<file path="src/rtl/vmmio_pkg.sv">
package vmmio_pkg;

    localparam int QUEUE_SIZE_MAX_DEF = 128;
    localparam int CAP_W              = 48;
    localparam int OFF_W              = 12;
    localparam int DATA_W             = 32;

    typedef enum logic [1:0] {
        MODE_READ  = 2'd0,
        MODE_WRITE = 2'd1,
        MODE_EVENT = 2'd2
    } t_mode;

    localparam logic [1:0] SIZE_WORD = 2'd2;

    // Identity and feature words.
    localparam logic [31:0] MAGIC_WORD       = 32'h7472_6976;
    localparam logic [31:0] VERSION_WORD     = 32'd2;
    localparam logic [31:0] DEVICE_ID_WORD   = 32'd2;
    localparam logic [31:0] VENDOR_WORD      = 32'h5241_3844;
    localparam logic [31:0] FEAT_READ_ONLY   = 32'h0000_0020;
    localparam logic [31:0] FEAT_VERSION_ONE = 32'h0000_0001;

    // Register offsets.
    localparam logic [OFF_W-1:0] OFF_MAGIC        = 12'h000;
    localparam logic [OFF_W-1:0] OFF_VERSION      = 12'h004;
    localparam logic [OFF_W-1:0] OFF_DEVICE_ID    = 12'h008;
    localparam logic [OFF_W-1:0] OFF_VENDOR       = 12'h00c;
    localparam logic [OFF_W-1:0] OFF_DEV_FEAT     = 12'h010;
    localparam logic [OFF_W-1:0] OFF_DEV_FEAT_SEL = 12'h014;
    localparam logic [OFF_W-1:0] OFF_DRV_FEAT     = 12'h020;
    localparam logic [OFF_W-1:0] OFF_DRV_FEAT_SEL = 12'h024;
    localparam logic [OFF_W-1:0] OFF_QUEUE_MAX    = 12'h034;
    localparam logic [OFF_W-1:0] OFF_QUEUE_SIZE   = 12'h038;
    localparam logic [OFF_W-1:0] OFF_QUEUE_READY  = 12'h044;
    localparam logic [OFF_W-1:0] OFF_QUEUE_NOTIFY = 12'h050;
    localparam logic [OFF_W-1:0] OFF_INT_STATUS   = 12'h060;
    localparam logic [OFF_W-1:0] OFF_INT_ACK      = 12'h064;
    localparam logic [OFF_W-1:0] OFF_STATUS       = 12'h070;
    localparam logic [OFF_W-1:0] OFF_DESC_LO      = 12'h080;
    localparam logic [OFF_W-1:0] OFF_DESC_HI      = 12'h084;
    localparam logic [OFF_W-1:0] OFF_AVAIL_LO     = 12'h090;
    localparam logic [OFF_W-1:0] OFF_AVAIL_HI     = 12'h094;
    localparam logic [OFF_W-1:0] OFF_USED_LO      = 12'h0a0;
    localparam logic [OFF_W-1:0] OFF_USED_HI      = 12'h0a4;
    localparam logic [OFF_W-1:0] OFF_CAP_LO       = 12'h100;
    localparam logic [OFF_W-1:0] OFF_CAP_HI       = 12'h104;

    typedef struct packed {
        logic [1:0]        mode;
        logic [OFF_W-1:0]  reg_offset;
        logic [DATA_W-1:0] write_data;
        logic [1:0]        access_size;
    } t_req;

    typedef struct packed {
        logic [DATA_W-1:0] read_data;
        logic              irq_level;
        logic              notify_pulse;
        logic              ring_restart;
    } t_rsp;

endpackage

</file>
<file path="src/rtl/vmmio_if.sv">
interface vmmio_req_if;
    logic                          valid;
    logic                          ready;
    logic [1:0]                    mode;
    logic [vmmio_pkg::OFF_W-1:0]   reg_offset;
    logic [vmmio_pkg::DATA_W-1:0]  write_data;
    logic [1:0]                    access_size;

    modport source (output valid, mode, reg_offset, write_data, access_size, input ready);
    modport sink (input valid, mode, reg_offset, write_data, access_size, output ready);
endinterface

interface vmmio_rsp_if;
    logic                          valid;
    logic                          ready;
    logic [vmmio_pkg::DATA_W-1:0]  read_data;
    logic                          irq_level;
    logic                          notify_pulse;
    logic                          ring_restart;

    modport source (output valid, read_data, irq_level, notify_pulse, ring_restart,
                    input ready);
    modport sink (input valid, read_data, irq_level, notify_pulse, ring_restart,
                  output ready);
endinterface

</file>
<file path="src/rtl/vmmio_regs.sv">
module vmmio_regs #(
    parameter int QUEUE_SIZE_MAX = vmmio_pkg::QUEUE_SIZE_MAX_DEF
) (
    input  logic                        i_clk,
    input  logic                        i_rst_n,
    input  logic                        i_en,
    input  vmmio_pkg::t_req             i_req,
    input  logic                        i_cfg_we,
    input  logic [vmmio_pkg::CAP_W-1:0] i_cfg_data,
    output vmmio_pkg::t_rsp             o_rsp
);

    localparam int QW = (QUEUE_SIZE_MAX < 2) ? 1 : $clog2(QUEUE_SIZE_MAX + 1);
    localparam logic [31:0] QMAX_WORD = 32'(QUEUE_SIZE_MAX);

    logic [vmmio_pkg::CAP_W-1:0] r_capacity;
    logic [31:0]                 r_status,      n_status;
    logic [31:0]                 r_dev_sel,     n_dev_sel;
    logic [31:0]                 r_drv_sel,     n_drv_sel;
    logic [31:0]                 r_drv_feat0,   n_drv_feat0;
    logic [31:0]                 r_drv_feat1,   n_drv_feat1;
    logic [31:0]                 r_int_status,  n_int_status;
    logic [QW-1:0]               r_queue_size,  n_queue_size;
    logic                        r_queue_ready, n_queue_ready;
    logic [63:0]                 r_desc_addr,   n_desc_addr;
    logic [63:0]                 r_avail_addr,  n_avail_addr;
    logic [63:0]                 r_used_addr,   n_used_addr;

    logic        w_word;
    logic [31:0] w_rd;
    logic [31:0] w_feat;
    logic [31:0] w_wd;
    logic        w_notify;
    logic        w_restart;

    assign w_word = (i_req.access_size == vmmio_pkg::SIZE_WORD);
    assign w_wd   = i_req.write_data;

    always_comb begin
        priority if (r_dev_sel == 32'd0) begin
            w_feat = vmmio_pkg::FEAT_READ_ONLY;
        end else if (r_dev_sel == 32'd1) begin
            w_feat = vmmio_pkg::FEAT_VERSION_ONE;
        end else begin
            w_feat = '0;
        end
    end

    always_comb begin
        unique case (i_req.reg_offset)
            vmmio_pkg::OFF_MAGIC:       w_rd = vmmio_pkg::MAGIC_WORD;
            vmmio_pkg::OFF_VERSION:     w_rd = vmmio_pkg::VERSION_WORD;
            vmmio_pkg::OFF_DEVICE_ID:   w_rd = vmmio_pkg::DEVICE_ID_WORD;
            vmmio_pkg::OFF_VENDOR:      w_rd = vmmio_pkg::VENDOR_WORD;
            vmmio_pkg::OFF_DEV_FEAT:    w_rd = w_feat;
            vmmio_pkg::OFF_QUEUE_MAX:   w_rd = QMAX_WORD;
            vmmio_pkg::OFF_QUEUE_READY: w_rd = {31'd0, r_queue_ready};
            vmmio_pkg::OFF_INT_STATUS:  w_rd = r_int_status;
            vmmio_pkg::OFF_STATUS:      w_rd = r_status;
            vmmio_pkg::OFF_CAP_LO:      w_rd = r_capacity[31:0];
            vmmio_pkg::OFF_CAP_HI:      w_rd = {{(64 - vmmio_pkg::CAP_W){1'b0}},
                                               r_capacity[vmmio_pkg::CAP_W-1:32]};
            default:                    w_rd = '0;
        endcase
    end

    always_comb begin
        n_status      = r_status;
        n_dev_sel     = r_dev_sel;
        n_drv_sel     = r_drv_sel;
        n_drv_feat0   = r_drv_feat0;
        n_drv_feat1   = r_drv_feat1;
        n_int_status  = r_int_status;
        n_queue_size  = r_queue_size;
        n_queue_ready = r_queue_ready;
        n_desc_addr   = r_desc_addr;
        n_avail_addr  = r_avail_addr;
        n_used_addr   = r_used_addr;
        w_notify      = 1'b0;
        w_restart     = 1'b0;
        o_rsp.read_data = '0;

        unique case (i_req.mode)
            vmmio_pkg::MODE_READ: begin
                if (w_word) begin
                    o_rsp.read_data = w_rd;
                end
            end
            vmmio_pkg::MODE_WRITE: begin
                if (w_word) begin
                    unique case (i_req.reg_offset)
                        vmmio_pkg::OFF_DEV_FEAT_SEL: n_dev_sel = w_wd;
                        vmmio_pkg::OFF_DRV_FEAT_SEL: n_drv_sel = w_wd;
                        vmmio_pkg::OFF_DRV_FEAT: begin
                            if (r_drv_sel == 32'd0) begin
                                n_drv_feat0 = w_wd;
                            end else if (r_drv_sel == 32'd1) begin
                                n_drv_feat1 = w_wd;
                            end
                        end
                        vmmio_pkg::OFF_QUEUE_SIZE: begin
                            if (w_wd != 32'd0 && w_wd <= QMAX_WORD) begin
                                n_queue_size = w_wd[QW-1:0];
                            end
                        end
                        vmmio_pkg::OFF_QUEUE_READY: begin
                            n_queue_ready = w_wd[0];
                            w_restart     = w_wd[0];
                        end
                        vmmio_pkg::OFF_DESC_LO:  n_desc_addr[31:0]   = w_wd;
                        vmmio_pkg::OFF_DESC_HI:  n_desc_addr[63:32]  = w_wd;
                        vmmio_pkg::OFF_AVAIL_LO: n_avail_addr[31:0]  = w_wd;
                        vmmio_pkg::OFF_AVAIL_HI: n_avail_addr[63:32] = w_wd;
                        vmmio_pkg::OFF_USED_LO:  n_used_addr[31:0]   = w_wd;
                        vmmio_pkg::OFF_USED_HI:  n_used_addr[63:32]  = w_wd;
                        vmmio_pkg::OFF_QUEUE_NOTIFY: begin
                            w_notify = r_queue_ready && (r_queue_size != '0);
                        end
                        vmmio_pkg::OFF_INT_ACK: n_int_status = r_int_status & ~w_wd;
                        vmmio_pkg::OFF_STATUS: begin
                            n_status = w_wd;
                            // A status of zero is a device reset: the queue starts over.
                            if (w_wd == 32'd0) begin
                                n_queue_ready = 1'b0;
                                n_queue_size  = '0;
                                n_int_status  = '0;
                                w_restart     = 1'b1;
                            end
                        end
                        default: ;
                    endcase
                end
            end
            vmmio_pkg::MODE_EVENT: n_int_status = r_int_status | 32'd1;
            default: ;
        endcase

        o_rsp.irq_level    = (n_int_status != 32'd0);
        o_rsp.notify_pulse = w_notify;
        o_rsp.ring_restart = w_restart;
    end

    always_ff @(posedge i_clk) begin
        if (!i_rst_n) begin
            r_capacity    <= vmmio_pkg::CAP_W'(1);
            r_status      <= '0;
            r_dev_sel     <= '0;
            r_drv_sel     <= '0;
            r_drv_feat0   <= '0;
            r_drv_feat1   <= '0;
            r_int_status  <= '0;
            r_queue_size  <= '0;
            r_queue_ready <= 1'b0;
            r_desc_addr   <= '0;
            r_avail_addr  <= '0;
            r_used_addr   <= '0;
        end else begin
            if (i_cfg_we) begin
                r_capacity <= i_cfg_data;
            end
            if (i_en) begin
                r_status      <= n_status;
                r_dev_sel     <= n_dev_sel;
                r_drv_sel     <= n_drv_sel;
                r_drv_feat0   <= n_drv_feat0;
                r_drv_feat1   <= n_drv_feat1;
                r_int_status  <= n_int_status;
                r_queue_size  <= n_queue_size;
                r_queue_ready <= n_queue_ready;
                r_desc_addr   <= n_desc_addr;
                r_avail_addr  <= n_avail_addr;
                r_used_addr   <= n_used_addr;
            end
        end
    end

    a_event_sets_irq: assert property (@(posedge i_clk) disable iff (!i_rst_n)
        i_en && i_req.mode == vmmio_pkg::MODE_EVENT |=> r_int_status[0])
        else $error("completion event did not set interrupt status");

    a_irq_matches_state: assert property (@(posedge i_clk) disable iff (!i_rst_n)
        i_en |=> ($past(o_rsp.irq_level) == (r_int_status != 32'd0)))
        else $error("reported interrupt level differs from stored status");

    a_restart_state: assert property (@(posedge i_clk) disable iff (!i_rst_n)
        i_en && o_rsp.ring_restart |=> (r_queue_ready || r_queue_size == '0))
        else $error("ring restart left queue in an unexpected state");

    a_notify_needs_queue: assert property (@(posedge i_clk) disable iff (!i_rst_n)
        i_en && o_rsp.notify_pulse |=> (r_queue_ready && r_queue_size != '0))
        else $error("notify issued without a ready, sized queue");

endmodule

</file>
<file path="src/rtl/virtio_mmio_register_front_end_core.sv">
// Dataflow: a request beat accepted into the request register is decoded, and its response beat
// is registered in the response register once that register is empty or being drained.
// Throughput: one request per cycle; a stalled response beat holds both registers and
// lowers i_req.ready. Decode and update sit between the request and response registers.
// Reset (synchronous, active low) clears all queue, interrupt and status state and
// sets the capacity register to one sector.
module virtio_mmio_register_front_end_core #(
    parameter int QUEUE_SIZE_MAX = vmmio_pkg::QUEUE_SIZE_MAX_DEF
) (
    input  logic                        i_clk,
    input  logic                        i_rst_n,
    vmmio_req_if.sink                   i_req,
    vmmio_rsp_if.source                 o_rsp,
    input  logic                        i_cfg_we,
    input  logic [vmmio_pkg::CAP_W-1:0] i_cfg_data
);

    logic            r_s_valid;
    vmmio_pkg::t_req r_s;
    logic            r_o_valid;
    vmmio_pkg::t_rsp r_o;
    vmmio_pkg::t_rsp w_rsp;
    logic            w_adv;

    // The stage moves on when the response register is empty or being drained.
    assign w_adv       = r_s_valid && (!r_o_valid || o_rsp.ready);
    assign i_req.ready = !r_s_valid || w_adv;

    vmmio_regs #(
        .QUEUE_SIZE_MAX (QUEUE_SIZE_MAX)
    ) u_regs (
        .i_clk      (i_clk),
        .i_rst_n    (i_rst_n),
        .i_en       (w_adv),
        .i_req      (r_s),
        .i_cfg_we   (i_cfg_we),
        .i_cfg_data (i_cfg_data),
        .o_rsp      (w_rsp)
    );

    always_ff @(posedge i_clk) begin
        if (!i_rst_n) begin
            r_s_valid <= 1'b0;
            r_o_valid <= 1'b0;
        end else begin
            if (i_req.ready) begin
                r_s_valid <= i_req.valid;
            end
            if (w_adv) begin
                r_o_valid <= 1'b1;
            end else if (o_rsp.ready) begin
                r_o_valid <= 1'b0;
            end
        end
    end

    always_ff @(posedge i_clk) begin
        if (i_req.ready && i_req.valid) begin
            r_s.mode        <= i_req.mode;
            r_s.reg_offset  <= i_req.reg_offset;
            r_s.write_data  <= i_req.write_data;
            r_s.access_size <= i_req.access_size;
        end
        if (w_adv) begin
            r_o <= w_rsp;
        end
    end

    assign o_rsp.valid        = r_o_valid;
    assign o_rsp.read_data    = r_o.read_data;
    assign o_rsp.irq_level    = r_o.irq_level;
    assign o_rsp.notify_pulse = r_o.notify_pulse;
    assign o_rsp.ring_restart = r_o.ring_restart;

    a_stage_not_lost: assert property (@(posedge i_clk) disable iff (!i_rst_n)
        r_s_valid && !w_adv |=> r_s_valid)
        else $error("held request beat was dropped");

    a_adv_fills_output: assert property (@(posedge i_clk) disable iff (!i_rst_n)
        w_adv |=> r_o_valid)
        else $error("processed request produced no response beat");

    a_no_phantom: assert property (@(posedge i_clk) disable iff (!i_rst_n)
        !r_s_valid && !(i_req.valid && i_req.ready) |=> !w_adv)
        else $error("stage advanced without a request beat");

endmodule
</file>
<file path="src/flat_wrapper.sv">
// flat-port wrapper written by rule: the top's interface ports become plain ports
module virtio_mmio_register_front_end_core_flat 
#(
    parameter int QUEUE_SIZE_MAX = vmmio_pkg::QUEUE_SIZE_MAX_DEF
)
  (i_clk, i_rst_n, i_cfg_we, i_cfg_data, i_req_valid, i_req_mode, i_req_reg_offset, i_req_write_data, i_req_access_size, i_req_ready, o_rsp_valid, o_rsp_read_data, o_rsp_irq_level, o_rsp_notify_pulse, o_rsp_ring_restart, o_rsp_ready);
  vmmio_req_if i_req_i ();
  vmmio_rsp_if o_rsp_i ();
  input  logic i_clk;
  input  logic i_rst_n;
  input  logic i_cfg_we;
  input  logic [vmmio_pkg::CAP_W-1:0] i_cfg_data;
  input wire logic [$bits(i_req_i.valid)-1:0] i_req_valid;
  input wire logic [$bits(i_req_i.mode)-1:0] i_req_mode;
  input wire logic [$bits(i_req_i.reg_offset)-1:0] i_req_reg_offset;
  input wire logic [$bits(i_req_i.write_data)-1:0] i_req_write_data;
  input wire logic [$bits(i_req_i.access_size)-1:0] i_req_access_size;
  output wire logic [$bits(i_req_i.ready)-1:0] i_req_ready;
  output wire logic [$bits(o_rsp_i.valid)-1:0] o_rsp_valid;
  output wire logic [$bits(o_rsp_i.read_data)-1:0] o_rsp_read_data;
  output wire logic [$bits(o_rsp_i.irq_level)-1:0] o_rsp_irq_level;
  output wire logic [$bits(o_rsp_i.notify_pulse)-1:0] o_rsp_notify_pulse;
  output wire logic [$bits(o_rsp_i.ring_restart)-1:0] o_rsp_ring_restart;
  input wire logic [$bits(o_rsp_i.ready)-1:0] o_rsp_ready;
  assign i_req_i.valid = i_req_valid;
  assign i_req_i.mode = i_req_mode;
  assign i_req_i.reg_offset = i_req_reg_offset;
  assign i_req_i.write_data = i_req_write_data;
  assign i_req_i.access_size = i_req_access_size;
  assign i_req_ready = i_req_i.ready;
  assign o_rsp_valid = o_rsp_i.valid;
  assign o_rsp_read_data = o_rsp_i.read_data;
  assign o_rsp_irq_level = o_rsp_i.irq_level;
  assign o_rsp_notify_pulse = o_rsp_i.notify_pulse;
  assign o_rsp_ring_restart = o_rsp_i.ring_restart;
  assign o_rsp_i.ready = o_rsp_ready;
  virtio_mmio_register_front_end_core #(.QUEUE_SIZE_MAX(QUEUE_SIZE_MAX)) u_core (.i_clk(i_clk), .i_rst_n(i_rst_n), .i_req(i_req_i), .o_rsp(o_rsp_i), .i_cfg_we(i_cfg_we), .i_cfg_data(i_cfg_data));
endmodule
</file>
<file path="config.mk">
export PLATFORM = sky130hd
export DESIGN_NAME = virtio_mmio_register_front_end_core_flat
export DESIGN_NICKNAME = d
export VERILOG_FILES = /design/src/rtl/vmmio_pkg.sv /design/src/rtl/vmmio_if.sv /design/src/rtl/vmmio_regs.sv /design/src/rtl/virtio_mmio_register_front_end_core.sv /design/src/flat_wrapper.sv
export SDC_FILE = /design/constraint.sdc
export NUM_CORES = 1
export LEC_CHECK = 0
export BUFFER_PORTS_ARGS = -buffer_cell sky130_fd_sc_hd__buf_2
export CAP_MARGIN = 20
export CORE_MARGIN = 2
export CORE_UTILIZATION = 56
export CTS_CLUSTER_SIZE = 12
export DETAILED_ROUTE_END_ITERATION = 7
export PLACE_DENSITY_LB_ADDON = 0.12
export SYNTH_ARGS = -nofsm -noshare
export SYNTH_HDL_FRONTEND = slang
export SYNTH_SLANG_ARGS = --single-unit
</file>
<file path="constraint.sdc">
create_clock -name i_clk -period 3.25 [get_ports i_clk]
set_input_delay 0 -clock i_clk [delete_from_list [all_inputs] [get_ports i_clk]]
set_output_delay 0 -clock i_clk [all_outputs]
set_load 0.02 [all_outputs]
</file>
==> Word level (Yosys, flattened, before mapping) <==
Cells that the tools add are included.
{ "op_classes": {"magnitude_cmp": 1, "n_eq_ne": 20, "n_mux": 16, "bitwise_logic": 2, "reduce_logical": 26} }
{ "ops": {"columns": ["cell", "count"], "rows": [
  ["$pmux 32 s10", 1],
  ["$pmux 32 s2", 2],
  ["$mux 32", 3],
  ["$logic_not 32->1", 2],
  ["$reduce_bool 32->1", 2],
  ["$eq 12x7->1 const B", 5],
  ["$and 32x32->32", 1],
  ["$eq 32x1->1 const B", 1],
  ["$le 32x8->1 const B", 1],
  ["$not 32->32", 1],
  ["$eq 12x4->1 const B", 2],
  ["$eq 12x5->1 const B", 2],
  ["$eq 12x6->1 const B", 2],
  ["$eq 12x9->1 const B", 2],
  ["$mux 8", 2],
  ["$pmux 8 s2", 1],
  ["$eq 12x3->1 const B", 1],
  ["$logic_not 12->1", 1],
  ["$reduce_and 4->1", 2],
  ["$reduce_bool 8->1", 1],
  ["$reduce_and 6->1", 1],
  ["$reduce_bool 2->1", 3],
  ["$mux 1", 5],
  ["$reduce_and 5->1", 1],
  ["11 further kinds", 20]
]} }
{ "word_totals": {"regBits": 238, "input_bits": 101, "out_inout_bits": 37, "wordCells": 81} }

==> Longest topological paths before layout <==
Gate-level depths: netlist (run 1).
{ "logic_depth": {"ltp_word": 6, "ltp_mapped": 10, "mapped_depth_nobuf": 8} }

==> By module <==
A second synthesis (run 1) with hierarchy kept.
{ "unflattened": {"hier_cells": 1031, "hier_area_um2": 10234.8} }
{ "modules_own_cells": {"columns": ["mod", "n_inst", "cells_per_inst", "area_each_um2", "seq_area_each_um2"], "rows": [
  ["vmmio_regs", 1, 939, 7638.6, 3062.9],
  ["virtio_mmio_register_front_end_core", 1, 92, 2596.2, 2532.4]
]} }

==> Worst setup path before layout (run 1) <==
OpenSTA, ideal clock, no wires.
{ "synth_path": {"kind": "register to register", "from": "reg u_core.r_o_valid (netlist: u_core.o_rsp.valid)", "to": "reg u_core.u_regs.r_dev_sel[2]", "setup_time_ns": 0.070, "arrival_ns": 2.732, "t_required_ns": 3.180, "setup_slack_ns": 0.448, "path_stages_with_launch": 9, "n_path_buf": 1, "synth_period_minus_slack_ns": 2.802, "path_cell_list": "dfxtp_1 nor2b_1 nand2b_1 inv_1 nand3_1 nor4_1 clkbuf_1 nand2_1 a21boi_1"} }
{ "synth_via": {"elab_chain_len": 4} }
{ "synth_lines": {"columns": ["item", "line_no", "source"], "rows": [
  ["start, declared", "virtio_mmio_register_front_end_core.sv:20", "logic r_o_valid;"],
  ["start signal, assigned", "virtio_mmio_register_front_end_core.sv:44", "r_o_valid <= 1'b0;"],
  ["start signal, assigned", "virtio_mmio_register_front_end_core.sv:50", "r_o_valid <= 1'b1;"],
  ["start signal, assigned", "virtio_mmio_register_front_end_core.sv:52", "r_o_valid <= 1'b0;"],
  ["$logic_not 1->1", "virtio_mmio_register_front_end_core.sv:26", "assign w_adv = r_s_valid && (!r_o_valid || o_rsp.ready);"],
  ["$logic_or 1x1->1", "virtio_mmio_register_front_end_core.sv:26", null],
  ["$logic_and 1x1->1", "virtio_mmio_register_front_end_core.sv:26", null],
  ["via u_core.u_regs.i_en", "vmmio_regs.sv:6", "input logic i_en,"],
  ["$reduce_and 4->1 (no line)", null, null],
  ["end signal, assigned", "vmmio_regs.sv:163", "r_dev_sel <= n_dev_sel;"],
  ["end, declared", "vmmio_regs.sv:18", "logic [31:0] r_dev_sel, n_dev_sel;"]
]} }
The timed path passes the listed nets, and every way through them passes these cells.
A chain may end at the register's enable or synchronous reset.

==> results of run 1 <==
==> synth_stat cells (2+ instances only) <==
master / n / area share, %
nand2_1: 186 / 7.0
dfxtp_1: 155 / 31
edfxtp_1: 83 / 25
clkbuf_1: 60 / 2.3
nor2b_1: 60 / 3.8
mux2i_1: 58 / 5.9
nor2_1: 47 / 1.8
a21oi_1: 43 / 2.2
o21ai_0: 41 / 2.1
a21boi_0: 34 / 2.6
a21boi_1: 30 / 2.3
a22oi_1: 29 / 2.2
o21ai_1: 28 / 1.4
nor4_1: 20 / 1.3
a31oi_1: 16 / 1.0
a222oi_1: 15 / 1.5
nand4_1: 11 / 0.69
and2_1: 10 / 0.63
nor3_1: 9 / 0.45
nand3_1: 8 / 0.40
buf_2: 5 / 0.25
inv_1: 5 / 0.19
buf_1: 4 / 0.15
or4_1: 4 / 0.30
ha_1: 3 / 0.38
a211oi_1: 2 / 0.15
and3b_1: 2 / 0.18
nand2b_1: 2 / 0.13
nor4_2: 2 / 0.25
nor4_4: 2 / 0.43
==> worst paths after layout <==
kind | end | cells after the start
max | u_core.o_rsp.irq_level | 9
min | u_core.u_regs.r_int_status[10] | 3
max reg2reg | u_core.o_rsp.irq_level | 9
min reg2reg | u_core.u_regs.r_dev_sel[20] | 2
==> per-layer routing <==
layer,share of wire (%),vias to the layer above
met5,0,-
met4,2.3,0
met3,8.2,49
met2,45,374
met1,45,3881
li1,-,3986
==> through the flow <==
stage                     utilization, %  cell area (µm²)
after floorplan                        -             9910
after global placement              62.7            10900
after detailed placement            62.7            10900
after CTS                           72.7            12600
after global routing                72.7            12600
final                               72.7            12600
==> cells by family (layout without fill, tap and decap cells) <==
logic type | after synthesis | count (layout) | synth area share, %
AO/OA/AOI/OAI | 244 | 244 | 15.9
buffers and inverters | 75 | 313 | 2.94
adder cells (fa/ha/maj) | 3 | 3 | 0.379
AND/OR/NAND/NOR | 373 | 373 | 18.5
multiplexers | 58 | 58 | 5.86
flip-flops | 238 | 238 | 56.4
==> critical path, delay by kind of cell (launching register included) <==
| family | cells | cell delay [ns] |
|---|---|---|
| AO/OA/AOI/OAI | 3 | 0.45 |
| AND/OR/NAND/NOR | 5 | 1.62 |
| buffers and inverters | 1 | 0.26 |
| flip-flops | 1 | 0.43 |
==> what timing repair did <==
| action | CTS | global route |
|---|---|---|
| hold endpoints to repair | 98 | 0 |
| hold buffers | 99 | 0 |
| gates resized for setup | 0 | 0 |
==> sequential cells by signal, indices dropped and copies added, names as in the netlist, 8 cells and up <==
register and cells:
u_core.u_regs.r_dev_sel 32, u_core.o_rsp.read_data 32, u_core.r_s 48, u_core.u_regs.r_queue_size 8, u_core.u_regs.r_capacity 48, u_core.u_regs.r_int_status 32, u_core.u_regs.r_status 32
==> where the power goes <==
group	switching, mW	leakage (nW)	total [mW]	internal (mW)
combinational	0.210	2.26	0.434	0.224
clock	1.11	0.348	2.58	1.48
sequential	0.0780	2.03	3.26	3.18
total	1.40	4.64	6.28	4.88
==> cell type report <==
cell class	count	area share (%)
sequential	238	44.5
multi-input combinational	678	32.2
timing repair buffer	263	15.1
clock buffer	42	5.64
tap	225	2.24
inverter	5	0.149
clock inverter	3	0.139
==> metrics.csv, run 1 <==
metric,value,unit
rsz0062_at_grt,false,
max_freq,0.327,GHz
ir_worst_vdd,0.423,mV
insertion_delay,0.52,ns
cts.sinks,238,
critPathKind,reg -> reg,
drt-vias-per-instance,5.70,
gp_congestion,0.862,
wire_per_inst,18.9,µm
regArea,0.00560,mm²
grt_pass1_wl,41.9,mm
layout_common_cells,"nand2_1, dfxtp_1, buf_2, dlygate4sd3_1, edfxtp_1",
num-fill-cells,1310,
reg2reg_slack,0.19,ns
wl,27.5,mm
diodes,0,
multi_input_area,0.00405,mm²
worst_hold_slack,0.111,ns
pre_cts_slack,0.210,ns
die_w,137,µm
r2r-start,u_core.r_s[43],
grt.total_usage,29.0,%
syn_area_per_cell,10.0,µm²
status,completed,
hold_path_startpoint,i_rst_n,
drt_first_pass_iters,7,
root_buffer,clkbuf_16,
yosys_warnings,0,
final_max_slew_viol_count,0,
fin_cells,1454,
cp_max_fo,31,
synth_edf_count,83,
synth_ff_type,dfxtp_1,
relSlewSlack,42.5,%
setup_tns,0,ns
skew,0.0110,ns
setup_viol,0,
max_stage_delay,0.53,ns
antenna_found_initial,0,
arrival,3.31,ns
cts.clk_slew.worst_paths,0.06,ns
cts_tree,built,
critPathCaptureType,flop,
drv_cap,0,
start_util,57.3,%
synthCells,991,
grt_use_met3,4.63,%
powerDensity,499,mW/mm²
ios,138,
dieArea,0.0188,mm²
use_met2,44.9,%
leakagePower,4.64,nW
cp.required,3.50,ns
clk_path_buf_depth,3,
syn_area,0.00991,mm²
synthDistinctLibCells,47,
grt_pass1_vias,7824,
min_period,3.06,ns
num_vias,8290,
dp.cells,1310,
cp_slowest_cell,nor4_4,
io_buffers,137,
hpwlAfterDp,17.4,mm
grt_overflow,0,
grt_max_degree,97,
synthArstFlopShare,0,%
layout_commonest_cell,nand2_1,
coreArea,0.0173,mm²
grt_use_met1,42.0,%
layout-drive-gt1-share,16.8,%
grt-busiest-layer,met2,
row_count,48,
syn-num-nets,1095,
post-route-period-util,94.2,%
ys_seq_elements,238,
htree_levels,1,
die_h,137,µm
area_delta_synth_final,26.8,%
hold_path.class,in -> reg,
ys_seq_area_share,56.4,%
final_nets,1315,
worstPathCellList,nor4_4 > nand4_4 > nor4b_4 > o2111ai_2 > buf_4 > o21ai_0 > nand4_1 > nor4_1 > a31oi_1,
cp-startpoint,u_core.r_s[43],
start_kind,flop,
drcViolationCount,0,
worst_pin_slew,0.862,ns
post_cts_buffers,0,
ant_nets,0,
finalPower,6.28,mW
finalHoldViolCount,0,
cts_made_buffers,25,
drtIter0Drc,834,
setup_ws,0.187,ns
(Power assumes the default switching activity.)
==> run 2: changes to the inputs <==
CORE_UTILIZATION = 45   (was 56)
==> metrics.csv, run 2 (synthesis results as in run 1) <==
metric,value,unit
rsz0062_at_grt,false,
final_max_slew_viol_count,0,
cp.required,3.52,ns
hold_path_startpoint,i_rst_n,
grt_pass1_wl,43.7,mm
root_buffer,clkbuf_16,
wire_per_inst,18.5,µm
diodes,0,
status,completed,
start_util,45.6,%
layout-drive-gt1-share,17.3,%
critPathCaptureType,flop,
insertion_delay,0.53,ns
min_period,2.98,ns
hold_path.class,in -> reg,
drcViolationCount,0,
arrival,3.25,ns
cts_tree,built,
grt.total_usage,23.4,%
num_vias,8252,
cp_slowest_cell,edfxtp_1,
final_nets,1326,
die_w,152,µm
r2r_cells,9,
grt_max_degree,96,
leakagePower,4.77,nW
critPathKind,reg -> reg,
clk_path_buf_depth,3,
ios,138,
hpwlAfterDp,18.3,mm
dieArea,0.0232,mm²
drt-vias-per-instance,5.42,
fin_util,59.4,%
cp_max_fo,31,
htree_levels,1,
holdPathStages,2,
reg2reg_slack,0.27,ns
max_stage_delay,0.45,ns
grt_pass1_vias,7939,
io_buffers,137,
grt_overflow,0,
gp_congestion,0.885,
area_delta_synth_final,30.3,%
ir_worst_vdd,0.501,mV
coreArea,0.0218,mm²
crit_family,simple AND/OR/NAND/NOR gates,
cts_made_buffers,27,
r2r-start,u_core.r_s[23],
relSlewSlack,40.3,%
cts.clk_slew.worst_paths,0.06,ns
ant_nets,0,
drtIter0Drc,682,
finalPower,6.82,mW
start_kind,flop,
post-route-period-util,91.6,%
skew,0.0119,ns
setup_viol,0,
drv_cap,0,
wl,28.2,mm
powerDensity,528,mW/mm²
antenna_found_initial,0,
worstPathCellList,nor4_1 > nand4_1 > nor4b_4 > o2111ai_2 > buf_4 > o21ai_0 > nand4_1 > nor4_1 > a31oi_1,
finalHoldViolCount,0,
worst_hold_slack,0.107,ns
layout_commonest_cell,nand2_1,
top_regs,"u_core.r_s: 48 flops, u_core.u_regs.r_capacity: 48 flops",
layout_common_cells,"nand2_1, dfxtp_1, buf_2, dlygate4sd3_1, edfxtp_1",
drt_first_pass_iters,6,
setup_tns,0,ns
worst_pin_slew,0.896,ns
max_freq,0.336,GHz
cts.sinks,238,
die_h,152,µm
timing.rr.end,u_core.o_rsp.irq_level,
row_count,54,
whs_endpoint,u_core.o_rsp.valid,
critical_path_buf_inv_count,1,
==> run 2: changes by cell type in the layout (fill, tap and decap cells not counted), moves of 2 or more <==
| cell | before | now |
|---|---|---|
| clkbuf_1 | 15 | 7 |
| clkbuf_16 | 25 | 29 |
| bufinv_16 | 0 | 3 |
| dlygate4sd3_1 | 99 | 110 |
| clkinv_2 | 2 | 4 |
| clkinv_1 | 0 | 3 |
==> run 2: area by class of cell <==
type,count,area (µm²)
clock buffer,39,793
clock inverter,11,130
fill,1913,8840
inverter,5,18.8
multi-input combinational,678,4050
sequential,238,5600
tap,280,350
timing repair buffer,272,1980
==> run 2: power by group <==
| part | switching (mW) | internal, mW | leakage (nW) | total, mW |
|---|---|---|---|---|
| logic | 0.208 | 0.233 | 2.28 | 0.441 |
| registers | 0.0845 | 3.18 | 2.03 | 3.27 |
| clock network | 1.19 | 1.93 | 0.454 | 3.12 |
==> run 2: routing by layer <==
metal	global-route usage [%]	wire (µm)	up-vias
met2	36.6	12400	304
met4	6.08	582	0
li1	-	-	4020
met3	2.82	1660	44
met1	34.7	13500	3884
met5	0	0	-
==> run 2: timing repair <==
action / in CTS / in global routing
gates resized for setup: 0 / 0
hold buffers: 110 / 0
hold endpoints to repair: 98 / 0
setup buffers: 0 / 2
endpoints found under the setup margin: 0 / 1
==> run 2: worst max path at each step <==
stage | from | slack, ns | end | cells past startpoint
detailed placement | u_core.r_s[43] | 0.27 | u_core.o_rsp.irq_level | 9
floorplan | u_core.o_rsp.valid | 0.45 | u_core.u_regs.r_dev_sel[2] | 8
global route | u_core.r_s[29] | 0.008 | u_core.o_rsp.irq_level | 9
CTS | u_core.r_s[43] | 0.25 | u_core.o_rsp.irq_level | 9
global placement | u_core.r_s[43] | 0.33 | u_core.o_rsp.irq_level | 9
finish | u_core.r_s[23] | 0.27 | u_core.o_rsp.irq_level | 9
==> run 2: stage by stage <==
stage	setup slack, ns	instances	instance area, µm²
4_1_cts	0.255	1521	12900
5_1_grt	0.00793	1523	12900
6_report	0.273	1523	12900
3_5_place_dp	0.270	1361	10900
2_1_floorplan	0.448	991	9910
3_3_place_gp	0.333	1361	10900
